===== src/sv/assert_macros.svh =====
// ---------------------------------------------------------------------------
// Assertion macros
// Shared concurrent assertion wrappers for the text cleaner modules.
// ---------------------------------------------------------------------------
`ifndef ASSERT_MACROS_SVH
`define ASSERT_MACROS_SVH
`ifndef NO_ASSERTIONS
`define UTC_ASSERT(label, clk, rst_n, prop) \
    label: assert property (@(posedge clk) disable iff (!rst_n) prop) \
        else $error("assertion failed");
`define UTC_NEVER(label, clk, rst_n, expr) \
    label: assert property (@(posedge clk) disable iff (!rst_n) !(expr)) \
        else $error("forbidden condition seen");
`else
`define UTC_ASSERT(label, clk, rst_n, prop)
`define UTC_NEVER(label, clk, rst_n, expr)
`endif
`endif


===== src/sv/utc_pkg.sv =====
// ---------------------------------------------------------------------------
// Text cleaner package
// Types, constants, code point classification and encoding shared by the cleaner modules.
// ---------------------------------------------------------------------------
package utc_pkg;

    localparam int UTC_FIFO_DEPTH = 4;
    localparam int UTC_MAX_BYTES  = 5;

    localparam logic [7:0]  SPACE_BYTE = 8'h20;
    localparam logic [20:0] CP_MAX     = 21'h10FFFF;

    typedef struct packed {
        logic [UTC_MAX_BYTES-1:0][7:0] data;
        logic [2:0]                    last;
        logic                          bv;
        logic                          fin;
    } t_job;

    typedef struct packed {
        logic [3:0][7:0] b;
        logic [2:0]      len;
    } t_enc;

    function automatic logic in_rng(logic [20:0] c, logic [20:0] lo, logic [20:0] hi);
        return (c >= lo) && (c <= hi);
    endfunction

    function automatic logic cp_is_ws(logic [20:0] c);
        return c == 21'h20 || in_rng(c, 21'h09, 21'h0D) || in_rng(c, 21'h1C, 21'h1E) ||
               c == 21'h85 || c == 21'hA0 || c == 21'h1680 ||
               in_rng(c, 21'h2000, 21'h200A) || c == 21'h2028 || c == 21'h2029 ||
               c == 21'h202F || c == 21'h205F || c == 21'h3000;
    endfunction

    function automatic logic cp_is_break(logic [20:0] c);
        return in_rng(c, 21'h0A, 21'h0D) || in_rng(c, 21'h1C, 21'h1E) ||
               c == 21'h85 || c == 21'h2028 || c == 21'h2029;
    endfunction

    function automatic logic cp_is_dropped(logic [20:0] c);
        return c <= 21'h1F || in_rng(c, 21'h7F, 21'h9F) ||
               in_rng(c, 21'hD800, 21'hDFFF) || in_rng(c, 21'hE000, 21'hF8FF) ||
               in_rng(c, 21'hF0000, 21'hFFFFD) || in_rng(c, 21'h100000, 21'h10FFFD) ||
               c == 21'hAD || in_rng(c, 21'h200B, 21'h200F) || c == 21'hFEFF;
    endfunction

    function automatic logic cp_is_cjk(logic [20:0] c);
        return in_rng(c, 21'h1100, 21'h11FF) || in_rng(c, 21'h2E80, 21'h2FDF) ||
               in_rng(c, 21'h3000, 21'h31FF) || in_rng(c, 21'h3400, 21'h4DBF) ||
               in_rng(c, 21'h4E00, 21'h9FFF) || in_rng(c, 21'hA960, 21'hA97F) ||
               in_rng(c, 21'hAC00, 21'hD7A3) || in_rng(c, 21'hD7B0, 21'hD7FF) ||
               in_rng(c, 21'hF900, 21'hFAFF) || in_rng(c, 21'hFE30, 21'hFE4F) ||
               in_rng(c, 21'hFF01, 21'hFF9F) || in_rng(c, 21'h20000, 21'h2FA1F);
    endfunction

    function automatic t_enc cp_encode(logic [20:0] c);
        t_enc e;
        e = '0;
        if (c <= 21'h7F) begin
            e.b[0] = c[7:0];
            e.len  = 3'd1;
        end else if (c <= 21'h7FF) begin
            e.b[0] = {3'b110, c[10:6]};
            e.b[1] = {2'b10, c[5:0]};
            e.len  = 3'd2;
        end else if (c <= 21'hFFFF) begin
            e.b[0] = {4'b1110, c[15:12]};
            e.b[1] = {2'b10, c[11:6]};
            e.b[2] = {2'b10, c[5:0]};
            e.len  = 3'd3;
        end else if (c <= CP_MAX) begin
            e.b[0] = {5'b11110, c[20:18]};
            e.b[1] = {2'b10, c[17:12]};
            e.b[2] = {2'b10, c[11:6]};
            e.b[3] = {2'b10, c[5:0]};
            e.len  = 3'd4;
        end
        return e;
    endfunction

endpackage


===== src/sv/utc_front.sv =====
// ---------------------------------------------------------------------------
// Text cleaner front end
// Decodes bytes into code points, classifies them and builds output jobs.
// ---------------------------------------------------------------------------
module utc_front
    import utc_pkg::*;
(
    input  logic       i_clk,
    input  logic       i_rst_n,
    input  logic       i_accept,
    input  logic [7:0] i_in_byte,
    input  logic       i_is_final,
    output logic       o_push,
    output t_job       o_job
);

    logic [1:0]  r_rem, n_rem;
    logic [20:0] r_acc, n_acc;
    logic        r_pend, n_pend;
    logic        r_brk, n_brk;
    logic        r_pcjk, n_pcjk;
    logic        r_seen, n_seen;

    logic        have;
    logic [20:0] cp;
    logic        is_ws, keep, cjk, space;
    t_enc        enc;
    logic [2:0]  cnt;

    always_comb begin
        have  = 1'b0;
        cp    = '0;
        n_rem = r_rem;
        n_acc = r_acc;
        if (r_rem == 2'd0) begin
            if (!i_in_byte[7]) begin
                have = 1'b1;
                cp   = {13'd0, i_in_byte};
            end else if (i_in_byte[7:5] == 3'b110) begin
                n_acc = {16'd0, i_in_byte[4:0]};
                n_rem = 2'd1;
            end else if (i_in_byte[7:4] == 4'b1110) begin
                n_acc = {17'd0, i_in_byte[3:0]};
                n_rem = 2'd2;
            end else if (i_in_byte[7:3] == 5'b11110) begin
                n_acc = {18'd0, i_in_byte[2:0]};
                n_rem = 2'd3;
            end
        end else begin
            n_acc = {r_acc[14:0], i_in_byte[5:0]};
            n_rem = r_rem - 2'd1;
            if (r_rem == 2'd1) begin
                have = 1'b1;
                cp   = n_acc;
            end
        end
    end

    always_comb begin
        is_ws = cp_is_ws(cp);
        keep  = have && !is_ws && !cp_is_dropped(cp);
        cjk   = cp_is_cjk(cp);
        space = keep && r_pend && !(r_brk && r_pcjk && cjk);
        enc   = cp_encode(cp);
        cnt   = {2'd0, space} + (keep ? enc.len : 3'd0);

        n_pend = r_pend;
        n_brk  = r_brk;
        n_pcjk = r_pcjk;
        n_seen = r_seen;
        if (have && is_ws && r_seen) begin
            n_pend = 1'b1;
            n_brk  = r_brk | cp_is_break(cp);
        end
        if (keep) begin
            n_pcjk = cjk;
            n_seen = 1'b1;
            n_pend = 1'b0;
            n_brk  = 1'b0;
        end
    end

    always_comb begin
        o_job = '0;
        if (space) begin
            o_job.data[0] = SPACE_BYTE;
            for (int i = 1; i < UTC_MAX_BYTES; i++) begin
                o_job.data[i] = enc.b[i-1];
            end
        end else if (keep) begin
            for (int i = 0; i < UTC_MAX_BYTES - 1; i++) begin
                o_job.data[i] = enc.b[i];
            end
        end
        o_job.last = (cnt == 3'd0) ? 3'd0 : cnt - 3'd1;
        o_job.bv   = (cnt != 3'd0);
        o_job.fin  = i_is_final;
        o_push     = i_accept && ((cnt != 3'd0) || i_is_final);
    end

    always_ff @(posedge i_clk) begin
        if (!i_rst_n) begin
            r_rem  <= '0;
            r_acc  <= '0;
            r_pend <= 1'b0;
            r_brk  <= 1'b0;
            r_pcjk <= 1'b0;
            r_seen <= 1'b0;
        end else if (i_accept) begin
            if (i_is_final) begin
                r_rem  <= '0;
                r_acc  <= '0;
                r_pend <= 1'b0;
                r_brk  <= 1'b0;
                r_pcjk <= 1'b0;
                r_seen <= 1'b0;
            end else begin
                r_rem  <= n_rem;
                r_acc  <= n_acc;
                r_pend <= n_pend;
                r_brk  <= n_brk;
                r_pcjk <= n_pcjk;
                r_seen <= n_seen;
            end
        end
    end

endmodule


===== src/sv/utc_fifo.sv =====
// ---------------------------------------------------------------------------
// Text cleaner job queue
// Short queue of output jobs between the front end and the back end.
// ---------------------------------------------------------------------------
`include "assert_macros.svh"

module utc_fifo
    import utc_pkg::*;
#(
    parameter int DEPTH = UTC_FIFO_DEPTH
)
(
    input  logic i_clk,
    input  logic i_rst_n,
    input  logic i_push,
    input  t_job i_data,
    input  logic i_pop,
    output t_job o_data,
    output logic o_full,
    output logic o_empty
);

    localparam int PW = (DEPTH > 1) ? $clog2(DEPTH) : 1;
    localparam int CW = $clog2(DEPTH + 1);
    localparam logic [PW-1:0] PTR_LAST = PW'(DEPTH - 1);
    localparam logic [CW-1:0] CNT_FULL = CW'(DEPTH);

    t_job          r_mem [DEPTH];
    logic [PW-1:0] r_wr, r_rd;
    logic [CW-1:0] r_count;

    assign o_full  = (r_count == CNT_FULL);
    assign o_empty = (r_count == '0);
    assign o_data  = r_mem[r_rd];

    always_ff @(posedge i_clk) begin
        if (i_push) begin
            r_mem[r_wr] <= i_data;
        end
    end

    always_ff @(posedge i_clk) begin
        if (!i_rst_n) begin
            r_wr    <= '0;
            r_rd    <= '0;
            r_count <= '0;
        end else begin
            if (i_push) begin
                r_wr <= (r_wr == PTR_LAST) ? '0 : r_wr + PW'(1);
            end
            if (i_pop) begin
                r_rd <= (r_rd == PTR_LAST) ? '0 : r_rd + PW'(1);
            end
            if (i_push && !i_pop) begin
                r_count <= r_count + CW'(1);
            end else if (!i_push && i_pop) begin
                r_count <= r_count - CW'(1);
            end
        end
    end

    `UTC_NEVER(a_push_full, i_clk, i_rst_n, i_push && o_full && !i_pop)
    `UTC_NEVER(a_pop_empty, i_clk, i_rst_n, i_pop && o_empty)
    `UTC_ASSERT(a_count_up, i_clk, i_rst_n, (i_push && !i_pop) |=> (r_count == $past(r_count) + CW'(1)))

endmodule


===== src/sv/utc_back.sv =====
// ---------------------------------------------------------------------------
// Text cleaner back end
// Serializes queued jobs into output items, one byte per cycle while the receiver does not stall.
// ---------------------------------------------------------------------------
`include "assert_macros.svh"

module utc_back
    import utc_pkg::*;
(
    input  logic       i_clk,
    input  logic       i_rst_n,
    input  logic       i_empty,
    input  t_job       i_job,
    output logic       o_pop,
    output logic       o_valid,
    input  logic       i_stall,
    output logic [7:0] o_out_byte,
    output logic       o_byte_valid,
    output logic       o_run_end,
    output logic       o_text_end
);

    t_job       r_job;
    logic [2:0] r_idx;
    logic       r_busy;
    logic       take, last;

    assign last    = (r_idx == r_job.last);
    assign take    = r_busy && !i_stall;
    assign o_pop   = !i_empty && (!r_busy || (take && last));
    assign o_valid = r_busy;

    always_comb begin
        case (r_idx)
            3'd0:    o_out_byte = r_job.data[0];
            3'd1:    o_out_byte = r_job.data[1];
            3'd2:    o_out_byte = r_job.data[2];
            3'd3:    o_out_byte = r_job.data[3];
            3'd4:    o_out_byte = r_job.data[4];
            default: o_out_byte = 8'd0;
        endcase
        o_byte_valid = r_job.bv;
        o_run_end    = last;
        o_text_end   = last && r_job.fin;
    end

    always_ff @(posedge i_clk) begin
        if (o_pop) begin
            r_job <= i_job;
        end
    end

    always_ff @(posedge i_clk) begin
        if (!i_rst_n) begin
            r_busy <= 1'b0;
            r_idx  <= '0;
        end else if (o_pop) begin
            r_busy <= 1'b1;
            r_idx  <= '0;
        end else if (take) begin
            if (last) begin
                r_busy <= 1'b0;
                r_idx  <= '0;
            end else begin
                r_idx <= r_idx + 3'd1;
            end
        end
    end

    `UTC_ASSERT(a_text_end_run, i_clk, i_rst_n, (o_valid && o_text_end) |-> o_run_end)
    `UTC_ASSERT(a_bare_marker, i_clk, i_rst_n, (o_valid && !o_byte_valid) |-> (o_text_end && r_idx == 3'd0))
    `UTC_NEVER(a_idx_range, i_clk, i_rst_n, o_valid && (r_idx > r_job.last))

endmodule


===== src/sv/utf8_text_cleaner_top.sv =====
// ---------------------------------------------------------------------------
// UTF-8 text cleaner
// Normalizes whitespace and drops control and format characters in a byte
// stream of UTF-8 text.
// ---------------------------------------------------------------------------
// The input channel takes one raw byte per item, with i_is_final on the last
// byte of a text. The output channel gives one cleaned byte per item; the
// last item caused by an input byte has o_run_end set, and the last item of
// a text has o_text_end set. A text whose final byte yields nothing gives one
// marker item with o_byte_valid low.
// The front end takes one byte per cycle while the job queue has room. Each
// input byte yields zero to five output items, and the back end sends one
// per cycle while the receiver does not stall, so the sustained rate is one
// byte per cycle when each yields at most one item. The first item of a byte
// is offered once its job has passed the queue into the back end's job
// register. When the receiver stalls, the queue fills and o_stall rises
// after DEPTH jobs wait. Reset empties the queue and clears all decode state.
// ---------------------------------------------------------------------------
module utf8_text_cleaner_top
    import utc_pkg::*;
#(
    parameter int FIFO_DEPTH = UTC_FIFO_DEPTH
)
(
    input  logic       i_clk,
    input  logic       i_rst_n,
    input  logic       i_valid,
    output logic       o_stall,
    input  logic [7:0] i_in_byte,
    input  logic       i_is_final,
    output logic       o_valid,
    input  logic       i_stall,
    output logic [7:0] o_out_byte,
    output logic       o_byte_valid,
    output logic       o_run_end,
    output logic       o_text_end
);

    logic accept, push, pop, full, empty;
    t_job job_in, job_out;

    assign o_stall = full;
    assign accept  = i_valid && !full;

    utc_front u_front (
        .i_clk      (i_clk),
        .i_rst_n    (i_rst_n),
        .i_accept   (accept),
        .i_in_byte  (i_in_byte),
        .i_is_final (i_is_final),
        .o_push     (push),
        .o_job      (job_in)
    );

    utc_fifo #(
        .DEPTH (FIFO_DEPTH)
    ) u_fifo (
        .i_clk   (i_clk),
        .i_rst_n (i_rst_n),
        .i_push  (push),
        .i_data  (job_in),
        .i_pop   (pop),
        .o_data  (job_out),
        .o_full  (full),
        .o_empty (empty)
    );

    utc_back u_back (
        .i_clk        (i_clk),
        .i_rst_n      (i_rst_n),
        .i_empty      (empty),
        .i_job        (job_out),
        .o_pop        (pop),
        .o_valid      (o_valid),
        .i_stall      (i_stall),
        .o_out_byte   (o_out_byte),
        .o_byte_valid (o_byte_valid),
        .o_run_end    (o_run_end),
        .o_text_end   (o_text_end)
    );

endmodule


===== config.mk =====
export PLATFORM = sky130hd
export DESIGN_NAME = utf8_text_cleaner_top
export DESIGN_NICKNAME = d
export VERILOG_FILES = /design/src/sv/utc_pkg.sv /design/src/sv/utc_front.sv /design/src/sv/utc_fifo.sv /design/src/sv/utc_back.sv /design/src/sv/utf8_text_cleaner_top.sv
export VERILOG_INCLUDE_DIRS = /design/src /design/src/sv
export SDC_FILE = /design/constraint.sdc
export NUM_CORES = 1
export LEC_CHECK = 0
export BUFFER_PORTS_ARGS = -buffer_cell sky130_fd_sc_hd__buf_2
export CAP_MARGIN = 30
export CORE_ASPECT_RATIO = 1.2
export CORE_MARGIN = 2
export CORE_UTILIZATION = 62
export DETAILED_ROUTE_END_ITERATION = 12
export HOLD_SLACK_MARGIN = 0.15
export PLACE_DENSITY = 0.79
export SLEW_MARGIN = 5
export SYNTH_ARGS = -nofsm -noshare
export SYNTH_HDL_FRONTEND = slang
export SYNTH_SLANG_ARGS = --single-unit

===== constraint.sdc =====
create_clock -name i_clk -period 6.6 [get_ports i_clk]
set_input_delay 0.33 -clock i_clk [delete_from_list [all_inputs] [get_ports i_clk]]
set_output_delay 0.33 -clock i_clk [all_outputs]
set_load 0.03 [all_outputs]

==> flow_metrics.py, run 1 <==
metrics = {
    "floorplanning": {
        "pin_count": 26,
        "start_util_pct": 63.2,
        "dieWidth_um": 130,
        "dieArea_um2": 20300,
        "coreArea_um2": 18800,
        "rows": 55,
        "die_y_um": 156,
    },
    "sta": {
        "fmax_mhz": 178,
        "tightest_slew_ns": 0.968,
        "slew-limit-headroom_pct": 34.9,
        "fin_crit_ns": 5.62,
        "fin_ws_ns": 0.985,
        "setup_viol_count_final": 0,
        "rsz0062_at_grt": "no",
        "slew_viol_final": 0,
        "hold_viol": 0,
        "finalCritPeriodShare_pct": 85.1,
        "fin_setup_tns_ns": 0,
        "hold-worst-slack_ns": 0.182,
        "clock_skew_ns": 0.00913,
    },
    "setup_path": {
        "setup.worst_path.class": "flop to flop",
        "worstPathRequired_ns": 7.01,
        "rrSetupSlack_ns": 0.98,
        "cp-end-kind": "flop",
        "cp_data_arrival_time_ns": 6.02,
        "start_kind": "flop",
        "r2r_cells": 19,
        "crit_fanout": 16,
        "r2r-end": "u_fifo.r_count[2]",
        "r2r_start": "u_front.r_rem[0]",
    },
    "place": {
        "dpl.hpwl_um": 24300,
        "pre_cts_slack_ns": 1.20,
        "io_buffers": 25,
        "gp_congestion": 1.07,
    },
    "clock_tree": {
        "cts_buffer_depth": 3,
        "clock_latency_ns": 0.49,
        "numClockSinks": 242,
        "numCtsBuffers": 22,
        "htree_levels": 1,
        "cts_hold_buf": 0,
        "post-cts-setup-buffers": 0,
        "cts_tree": "yes",
        "ctsResizeCount": 0,
        "cts.clk_slew.worst_paths_ns": 0.06,
        "root_buffer": "clkbuf_16",
    },
    "global_routing": {
        "grt_pass1_wl_um": 54700,
        "antenna_found_initial": 0,
        "grt_overflow_total": 0,
        "grt_pass1_vias": 9051,
        "track_usage_pct": 36.8,
        "grt_max_degree": 45,
    },
    "worst_hold_path": {
        "min_to": "u_front.r_pcjk",
        "hold_path_class": "input pin to flop",
        "hold_depth": 2,
        "hp-start": "i_rst_n",
    },
    "route": {
        "routedLengthMet1_um": 12700,
        "initialDrtViolationCount": 999,
        "post_drt_wl_per_cell_um": 29.0,
        "wl_met3_um": 2400,
        "viasPerCell": 6.98,
        "routed-via-count": 8745,
        "drt_pass1_iterations": 5,
        "highest_layer": "met4",
        "wl_um": 36300,
        "met2_length_um": 18600,
        "postRouteAntennaNets": 0,
        "drc": 0,
    },
    "synth": {
        "synth_cells": 963,
        "synthFlopType": "edfxtp_1",
        "netlist_area_um2": 11900,
        "seq_area_frac_synth_pct": 58.5,
        "synth_edf_count": 210,
        "ys_ff_latch": 242,
        "synth_warnings": 0,
        "syn_area_per_cell_um2": 12.3,
        "ys_async_sr_fraction_pct": 0,
        "synth_fp_nets": 990,
        "synth_cell_type_count": 76,
    },
    "layout": {
        "num-fill-cells": 1332,
        "syn2layout_area_growth_pct": 9.29,
        "layout_commonest_cell": "edfxtp_1",
        "final_layout_size_suffix_gt1_share_pct": 15.9,
        "fin_nets": 1012,
        "diodes": 0,
        "layout_common_cells": "edfxtp_1, nor2_1, nand2_1",
        "multi_input_area_um2": 4560,
        "register_area_um2": 6950,
    },
    "status": {
        "status": "finished clean",
    },
    "power_and_ir_drop": {
        "cellLeakagePower_uw": 0.00420,
        "irDropWorstVdd_mv": 0.208,
        "p_per_area_nw_per_um2": 329,
        "power.total_uw": 4270,
    },
    "run": {
        "maxCapViolCount": 0,
    },
}
-- area by class of cell --
cell class	count	area share, %
inverter	23	0.665
clock inverter	5	0.222
tap	256	2.47
multi-input combinational	633	35.1
timing repair buffer	63	3.22
sequential	242	53.6
clock buffer	31	4.74
-- worst max-delay path by stage --
stage	startpoint	endpoint	cells past startpoint
final	u_front.r_rem[0]	u_fifo.r_count[2]	19
after global routing	u_front.r_rem[0]	u_fifo.r_count[2]	18
after CTS	u_front.r_rem[0]	u_fifo.r_count[2]	19
after detailed placement	u_front.r_rem[0]	u_fifo.r_count[2]	19
after global placement	u_front.r_rem[0]	u_fifo.r_count[2]	19
after floorplan	u_front.r_acc[14]	u_fifo.r_mem[3][0]	17
-- critical path, stage by stage, from the launching register on --
cell,delay [ns]
dfxtp_1,0.62
buf_4,0.27
nand3b_1,0.38
nor3_1,0.47
nor3b_1,0.43
nand4_1,0.15
a211oi_1,0.59
nand2b_1,0.23
o41ai_4,0.08
and2_1,0.17
ha_1,0.19
ha_1,0.32
nor2_1,0.09
a31oi_2,0.25
ha_1,0.22
inv_1,0.06
fa_1,0.38
xor2_1,0.18
or3_1,0.30
a21oi_1,0.14
-- power by group --
part | leakage [uW] | switching (uW) | total [uW] | internal (uW)
logic | 0.00168 | 640 | 1020 | 384
registers | 0.00220 | 109 | 2080 | 1970
clock network | 0.000316 | 518 | 1170 | 649
total | 0.00420 | 1270 | 4270 | 3000
-- through the flow --
stage / std cells / cell area [um^2] / util (%)
floorplan: 963 / 11900 / -
global placement: 1215 / 12300 / 65.6
detailed placement: 1216 / 12300 / 65.6
CTS: 1252 / 13000 / 69.0
global route: 1253 / 13000 / 69.1
finish: 1253 / 13000 / 69.1
-- routing by layer --
metal	global-route usage (%)	up-vias
met5	0	-
met4	22.3	0
met3	4.90	150
met2	63.3	512
met1	44.0	4302
li1	-	3781
-- flip-flops by register name, summed over array words and instances (netlist names) --
name,count
u_back.o_valid,1
u_fifo.r_rd,2
u_fifo.r_mem,168
u_front.r_pend,1
u_front.r_seen,1
u_front.r_pcjk,1
u_front.r_acc,15
u_front.r_rem,2
u_fifo.r_count,3
u_front.r_brk,1
u_fifo.r_wr,2
u_back.r_job,41
u_back.r_idx,3
u_back.o_byte_valid,1
-- logic make-up after synthesis --
| group | synth area share (%) |
|---|---|
| adders and majority gates | 1.54 |
| and+or+nand+nor | 15.9 |
| buffers and inverters | 3.15 |
| xor gates and xnor gates | 0.443 |
| AOI/OAI and AO/OA | 10.8 |
| DFF | 58.5 |
| muxes | 9.62 |
-- cell usage after synthesis (6+ instances only) --
master | number | area share (%)
edfxtp_1 | 210 | 53
nor2_1 | 98 | 3.1
nand2_1 | 69 | 2.2
a21oi_1 | 55 | 2.3
clkbuf_1 | 47 | 1.5
mux4_2 | 42 | 8.0
nor3_1 | 39 | 1.6
dfxtp_1 | 32 | 5.4
o21ai_0 | 30 | 1.3
nand3_1 | 27 | 1.1
inv_1 | 23 | 0.73
nand4_1 | 16 | 0.84
nor4_1 | 16 | 0.84
mux2i_1 | 14 | 1.2
or3_1 | 14 | 0.74
ha_1 | 13 | 1.4
and2_1 | 12 | 0.63
nor2b_1 | 12 | 0.63
a22oi_1 | 11 | 0.70
nand2b_1 | 11 | 0.58
and3_1 | 9 | 0.47
a211oi_1 | 8 | 0.51
buf_1 | 7 | 0.22
buf_2 | 7 | 0.30
nand3b_1 | 7 | 0.44
o22ai_1 | 6 | 0.32
No activity file was read; power rests on OpenSTA's default activity.
==> run 2: changes to the inputs <==
CORE_MARGIN = unset   (was 2)
==> run 2 against run 1 <==
Clock skew increased by 0.0047 ns. Core utilization grew 0.30 points. Cell count hardly changed. Maximum frequency is 1.8% higher. Largest power group unchanged.
==> flow_metrics.py, run 2 (synthesis gave the netlist of run 1 again) <==
metrics = {
    "sta": {
        "slew_viol_final": 0,
        "tightest_slew_ns": 1.07,
        "fin_setup_tns_ns": 0,
        "fin_crit_ns": 5.52,
        "fmax_mhz": 181,
        "finalCritPeriodShare_pct": 83.6,
        "setup_viol_count_final": 0,
        "hold_viol": 0,
        "clock_skew_ns": 0.0138,
        "rsz0062_at_grt": "no",
        "slew-limit-headroom_pct": 28.5,
    },
    "setup_path": {
        "rrSetupSlack_ns": 1.08,
        "cp_data_arrival_time_ns": 5.93,
        "cp-end-kind": "flop",
        "r2r-end": "u_fifo.r_count[2]",
        "worstPathRequired_ns": 7.02,
        "setup.worst_path.class": "flop to flop",
        "start_kind": "flop",
        "crit_fanout": 11,
        "r2r_cells": 18,
        "cp-startpoint": "u_front.r_acc[0]",
        "endpoint": "u_fifo.r_count[2]",
        "r2r_start": "u_front.r_acc[0]",
    },
    "layout": {
        "layout_commonest_cell": "edfxtp_1",
        "fin_util_pct": 69.4,
        "top_register": "u_fifo.r_mem",
        "layout_common_cells": "edfxtp_1, nor2_1, nand2_1",
        "top_regs": "u_fifo.r_mem x168, u_back.r_job x41, u_front.r_acc x15",
        "final_layout_size_suffix_gt1_share_pct": 15.8,
        "syn2layout_area_growth_pct": 9.76,
        "largest_reg_flops": 168,
        "fin_nets": 1008,
    },
    "route": {
        "postRouteAntennaNets": 0,
        "post_drt_wl_per_cell_um": 29.1,
        "initialDrtViolationCount": 993,
        "viasPerCell": 7.03,
        "routed-via-count": 8817,
        "drc": 0,
        "drt_pass1_iterations": 7,
        "wl_um": 36500,
    },
    "floorplanning": {
        "dieWidth_um": 128,
        "pin_count": 26,
        "start_util_pct": 63.2,
        "dieArea_um2": 19700,
        "die_y_um": 154,
        "rows": 55,
        "coreArea_um2": 18800,
    },
    "place": {
        "gp_congestion": 0.980,
        "dpl.hpwl_um": 24300,
        "io_buffers": 25,
    },
    "status": {
        "status": "finished clean",
    },
    "clock_tree": {
        "numClockSinks": 242,
        "post-cts-setup-buffers": 0,
        "numCtsBuffers": 23,
        "cts_hold_buf": 0,
        "cts_buffer_depth": 3,
        "cts_tree": "yes",
        "htree_levels": 1,
        "ctsResizeCount": 0,
        "clock_latency_ns": 0.50,
        "cts.clk_slew.worst_paths_ns": 0.07,
        "root_buffer": "clkbuf_16",
    },
    "power_and_ir_drop": {
        "cellLeakagePower_uw": 0.00421,
        "irDropWorstVdd_mv": 0.226,
        "p_per_area_nw_per_um2": 331,
    },
    "run": {
        "maxCapViolCount": 0,
    },
    "global_routing": {
        "grt_pass1_wl_um": 55500,
        "grt_overflow_total": 0,
        "antenna_found_initial": 0,
        "grt_max_degree": 46,
        "track_usage_pct": 38.4,
        "grt_pass1_vias": 8930,
    },
    "worst_hold_path": {
        "hold_path_class": "input pin to flop",
    },
}
## run 2: metal layers
| metal | part of all wire [%] | track usage, % |
|---|---|---|
| met1 | 34 | 45.0 |
| met2 | 51 | 64.9 |
| met3 | 7.7 | 5.25 |
| met4 | 7.4 | 27.0 |
| met5 | 0 | 0 |
## run 2: per-stage QoR
step | worst slack (ns) | instance area [um^2] | cells | hold slack [ns] | total power, uW
2_1_floorplan | 1.52 | 11900 | 963 | 0.429 | 2790
3_3_place_gp | 1.19 | 12300 | 1211 | 0.491 | 3060
3_5_place_dp | 1.27 | 12300 | 1212 | 0.507 | 3100
4_1_cts | 1.22 | 13000 | 1253 | 0.157 | 4330
5_1_grt | 0.736 | 13000 | 1253 | 0.182 | 4470
6_report | 1.08 | 13000 | 1254 | 0.170 | 4320
## run 2: power by group
group / internal (uW) / leakage [uW] / total, uW / switching (uW)
logic: 390 / 0.00167 / 1040 / 646
registers: 1970 / 0.00220 / 2070 / 100
clock network: 661 / 0.000333 / 1210 / 550
total: 3020 / 0.00421 / 4320 / 1300
## run 2: area by class of cell
class,count,area [um^2]
clock buffer,30,612
antenna,1,2.50
fill,1267,5760
sequential,242,6950
inverter,23,86.3
multi-input combinational,633,4560
timing repair buffer,58,430
tap,256,320
clock inverter,11,73.8
## run 2: how the worst min path moves through the flow
| stage | from | to | slack, ns | cells past startpoint |
|---|---|---|---|---|
| 2_1_floorplan | i_is_final | u_fifo.r_mem[0][0] | 0.43 | 0 |
| 3_3_place_gp | u_fifo.r_wr[1] | u_fifo.r_wr[1] | 0.49 | 2 |
| 3_5_place_dp | u_fifo.r_wr[1] | u_fifo.r_wr[1] | 0.51 | 2 |
| 4_1_cts | i_rst_n | u_front.r_pcjk | 0.16 | 2 |
| 5_1_grt | i_rst_n | u_front.r_seen | 0.18 | 2 |
| 6_report | i_rst_n | u_front.r_pcjk | 0.17 | 2 |
## run 2: worst max-delay path, cell delays in order (launching register included)
cell     delay (ns)
dfxtp_1        0.66
nand2_1        0.28
nor4_1         0.68
and3_1         0.49
nand3_1        0.12
a21o_1         0.23
a211o_1        0.37
and4_1         0.28
and2_1         0.16
ha_1           0.20
ha_1           0.34
nor2_1         0.10
a31oi_2        0.21
ha_1           0.24
inv_1          0.07
fa_1           0.37
xor2_1         0.17
or3_1          0.30
a21oi_1        0.15
==> run 3: changes to the inputs <==
clock period = 5.3 ns   (was 6.6 ns; I/O delays follow)
==> run 3 against run 2 <==
Non-clock buffer count is 34 higher. Core utilization increased by 1.8 points. Clock skew increased by 0.018 ns. Maximum frequency rose by 8.3%. Via count increased by 3.7%. Largest power group unchanged. Highest routed layer unchanged.
==> flow_metrics.py, run 3 (synthesis gave the netlist of run 1 again) <==
metrics = {
    "status": {
        "status": "finished clean",
    },
    "global_routing": {
        "grt_pass1_vias": 8995,
        "antenna_found_initial": 0,
        "track_usage_pct": 38.6,
        "grt_max_degree": 45,
        "grt_overflow_total": 0,
        "grt_pass1_wl_um": 55500,
    },
    "floorplanning": {
        "rows": 55,
        "pin_count": 26,
        "start_util_pct": 63.2,
        "die_y_um": 154,
        "dieArea_um2": 19700,
        "coreArea_um2": 18800,
        "dieWidth_um": 128,
    },
    "setup_path": {
        "worstPathRequired_ns": 5.73,
        "crit_fanout": 8,
        "r2r_start": "u_front.r_acc[11]",
        "cp-startpoint": "u_front.r_acc[11]",
        "cp-end-kind": "flop",
        "setup.worst_path.class": "flop to flop",
        "cp_data_arrival_time_ns": 5.53,
        "start_kind": "flop",
    },
    "sta": {
        "fin_setup_tns_ns": 0,
        "fin_ws_ns": 0.204,
        "rsz0062_at_grt": "no",
        "fin_crit_ns": 5.10,
        "slew_viol_final": 0,
        "setup_viol_count_final": 0,
        "slew-limit-headroom_pct": 34.6,
        "tightest_slew_ns": 0.973,
        "fmax_mhz": 196,
        "clock_skew_ns": 0.0318,
        "hold_viol": 0,
        "finalCritPeriodShare_pct": 96.1,
    },
    "layout": {
        "syn2layout_area_growth_pct": 12.6,
        "fin_nets": 1042,
        "layout_commonest_cell": "edfxtp_1",
        "top_regs": "u_fifo.r_mem x168, u_back.r_job x41, u_front.r_acc x15",
        "fin_util_pct": 71.1,
        "final_layout_size_suffix_gt1_share_pct": 18.9,
        "stdcell_count": 1285,
        "diodes": 0,
        "layout_common_cells": "edfxtp_1, nor2_1, nand2_1",
        "top_register": "u_fifo.r_mem",
        "largest_reg_flops": 168,
    },
    "route": {
        "postRouteAntennaNets": 0,
        "drt_pass1_iterations": 6,
        "initialDrtViolationCount": 1035,
        "routed-via-count": 9139,
        "wl_um": 37100,
        "post_drt_wl_per_cell_um": 28.9,
        "drc": 0,
        "viasPerCell": 7.11,
    },
    "clock_tree": {
        "root_buffer": "clkbuf_16",
        "post-cts-setup-buffers": 0,
        "cts.clk_slew.worst_paths_ns": 0.06,
        "numClockSinks": 242,
        "numCtsBuffers": 23,
        "cts_tree": "yes",
        "htree_levels": 1,
        "cts_buffer_depth": 3,
        "clock_latency_ns": 0.53,
    },
    "power_and_ir_drop": {
        "power.total_uw": 5460,
        "p_per_area_nw_per_um2": 409,
        "cellLeakagePower_uw": 0.00439,
        "irDropWorstVdd_mv": 0.410,
    },
    "worst_hold_path": {
        "hp-start": "i_in_byte[4]",
        "hold_path_class": "input pin to flop",
    },
    "place": {
        "gp_congestion": 1.03,
        "dpl.hpwl_um": 25100,
        "numPlacedInstances": 1244,
        "pre_cts_slack_ns": 0.327,
        "io_buffers": 25,
    },
    "run": {
        "maxCapViolCount": 0,
    },
}
==> run 3: cell types whose count changed in the layout (fill, tap and decap cells not counted), moves of 5 or more <==
cell      before  now
buf_12         4   10
buf_4         28   56
clkbuf_1       6    1
clkinv_1       5   10
==> run 3: path summary, 6_finish.rpt <==
| kind | endpoint | cells after the start | slack [ns] |
|---|---|---|---|
| setup / recovery | u_fifo.r_count[2] | 18 | 0.20 |
| setup reg to reg | u_fifo.r_count[2] | 18 | 0.20 |
| hold reg to reg | u_fifo.r_wr[1] | 2 | 0.51 |
| hold / removal | u_front.r_acc[4] | 3 | 0.18 |
==> run 3: per-layer routing <==
layer	GRT usage, %	share of wire [%]	vias to the layer above
li1	-	-	3848
met1	47.3	35	4480
met2	67.0	51	653
met3	5.32	7.6	158
met4	18.8	6.0	0
met5	0	0	-
==> run 3: worst max-delay path, stage by stage (launching register included) <==
cell and delay, ns:
dfxtp_1 0.38, or4_4 0.65, o21ai_2 0.40, nand4_1 0.24, or4_1 0.52, a21oi_1 0.16, a211o_1 0.18, o41ai_4 0.10
and2_1 0.17, ha_1 0.21, ha_1 0.30, nor2_1 0.07, a31oi_2 0.27, ha_1 0.23, inv_1 0.06, fa_1 0.37
xor2_1 0.18, or3_1 0.33, a21oi_1 0.18
==> run 3: area by class of cell <==
cell class | instances | area [um^2]
Sequential cell | 242 | 6950
Inverter | 23 | 86.3
Clock buffer | 24 | 579
Tap cell | 256 | 320
Clock inverter | 15 | 98.8
Multi-Input combinational cell | 633 | 4580
Timing Repair Buffer | 92 | 756
Fill cell | 1240 | 5420
==> run 3: repair_timing <==
action / CTS / global route
hold buffers: 1 / 0
hold endpoints to repair: 7 / 0
endpoints found under the setup margin: 0 / 154
gates resized for setup: 0 / 5
==> run 3: power by group <==
group          internal [uW]  switching, uW
Combinational            529            837
Clock                    836            672
Sequential              2450            137
==> run 3: metrics by stage <==
stage	instance area [um^2]	hold WS [ns]
6_report	13400	0.178
5_1_grt	13400	0.176
4_1_cts	13300	0.166
3_5_place_dp	12600	0.499
3_3_place_gp	12600	0.484
2_1_floorplan	11900	0.364
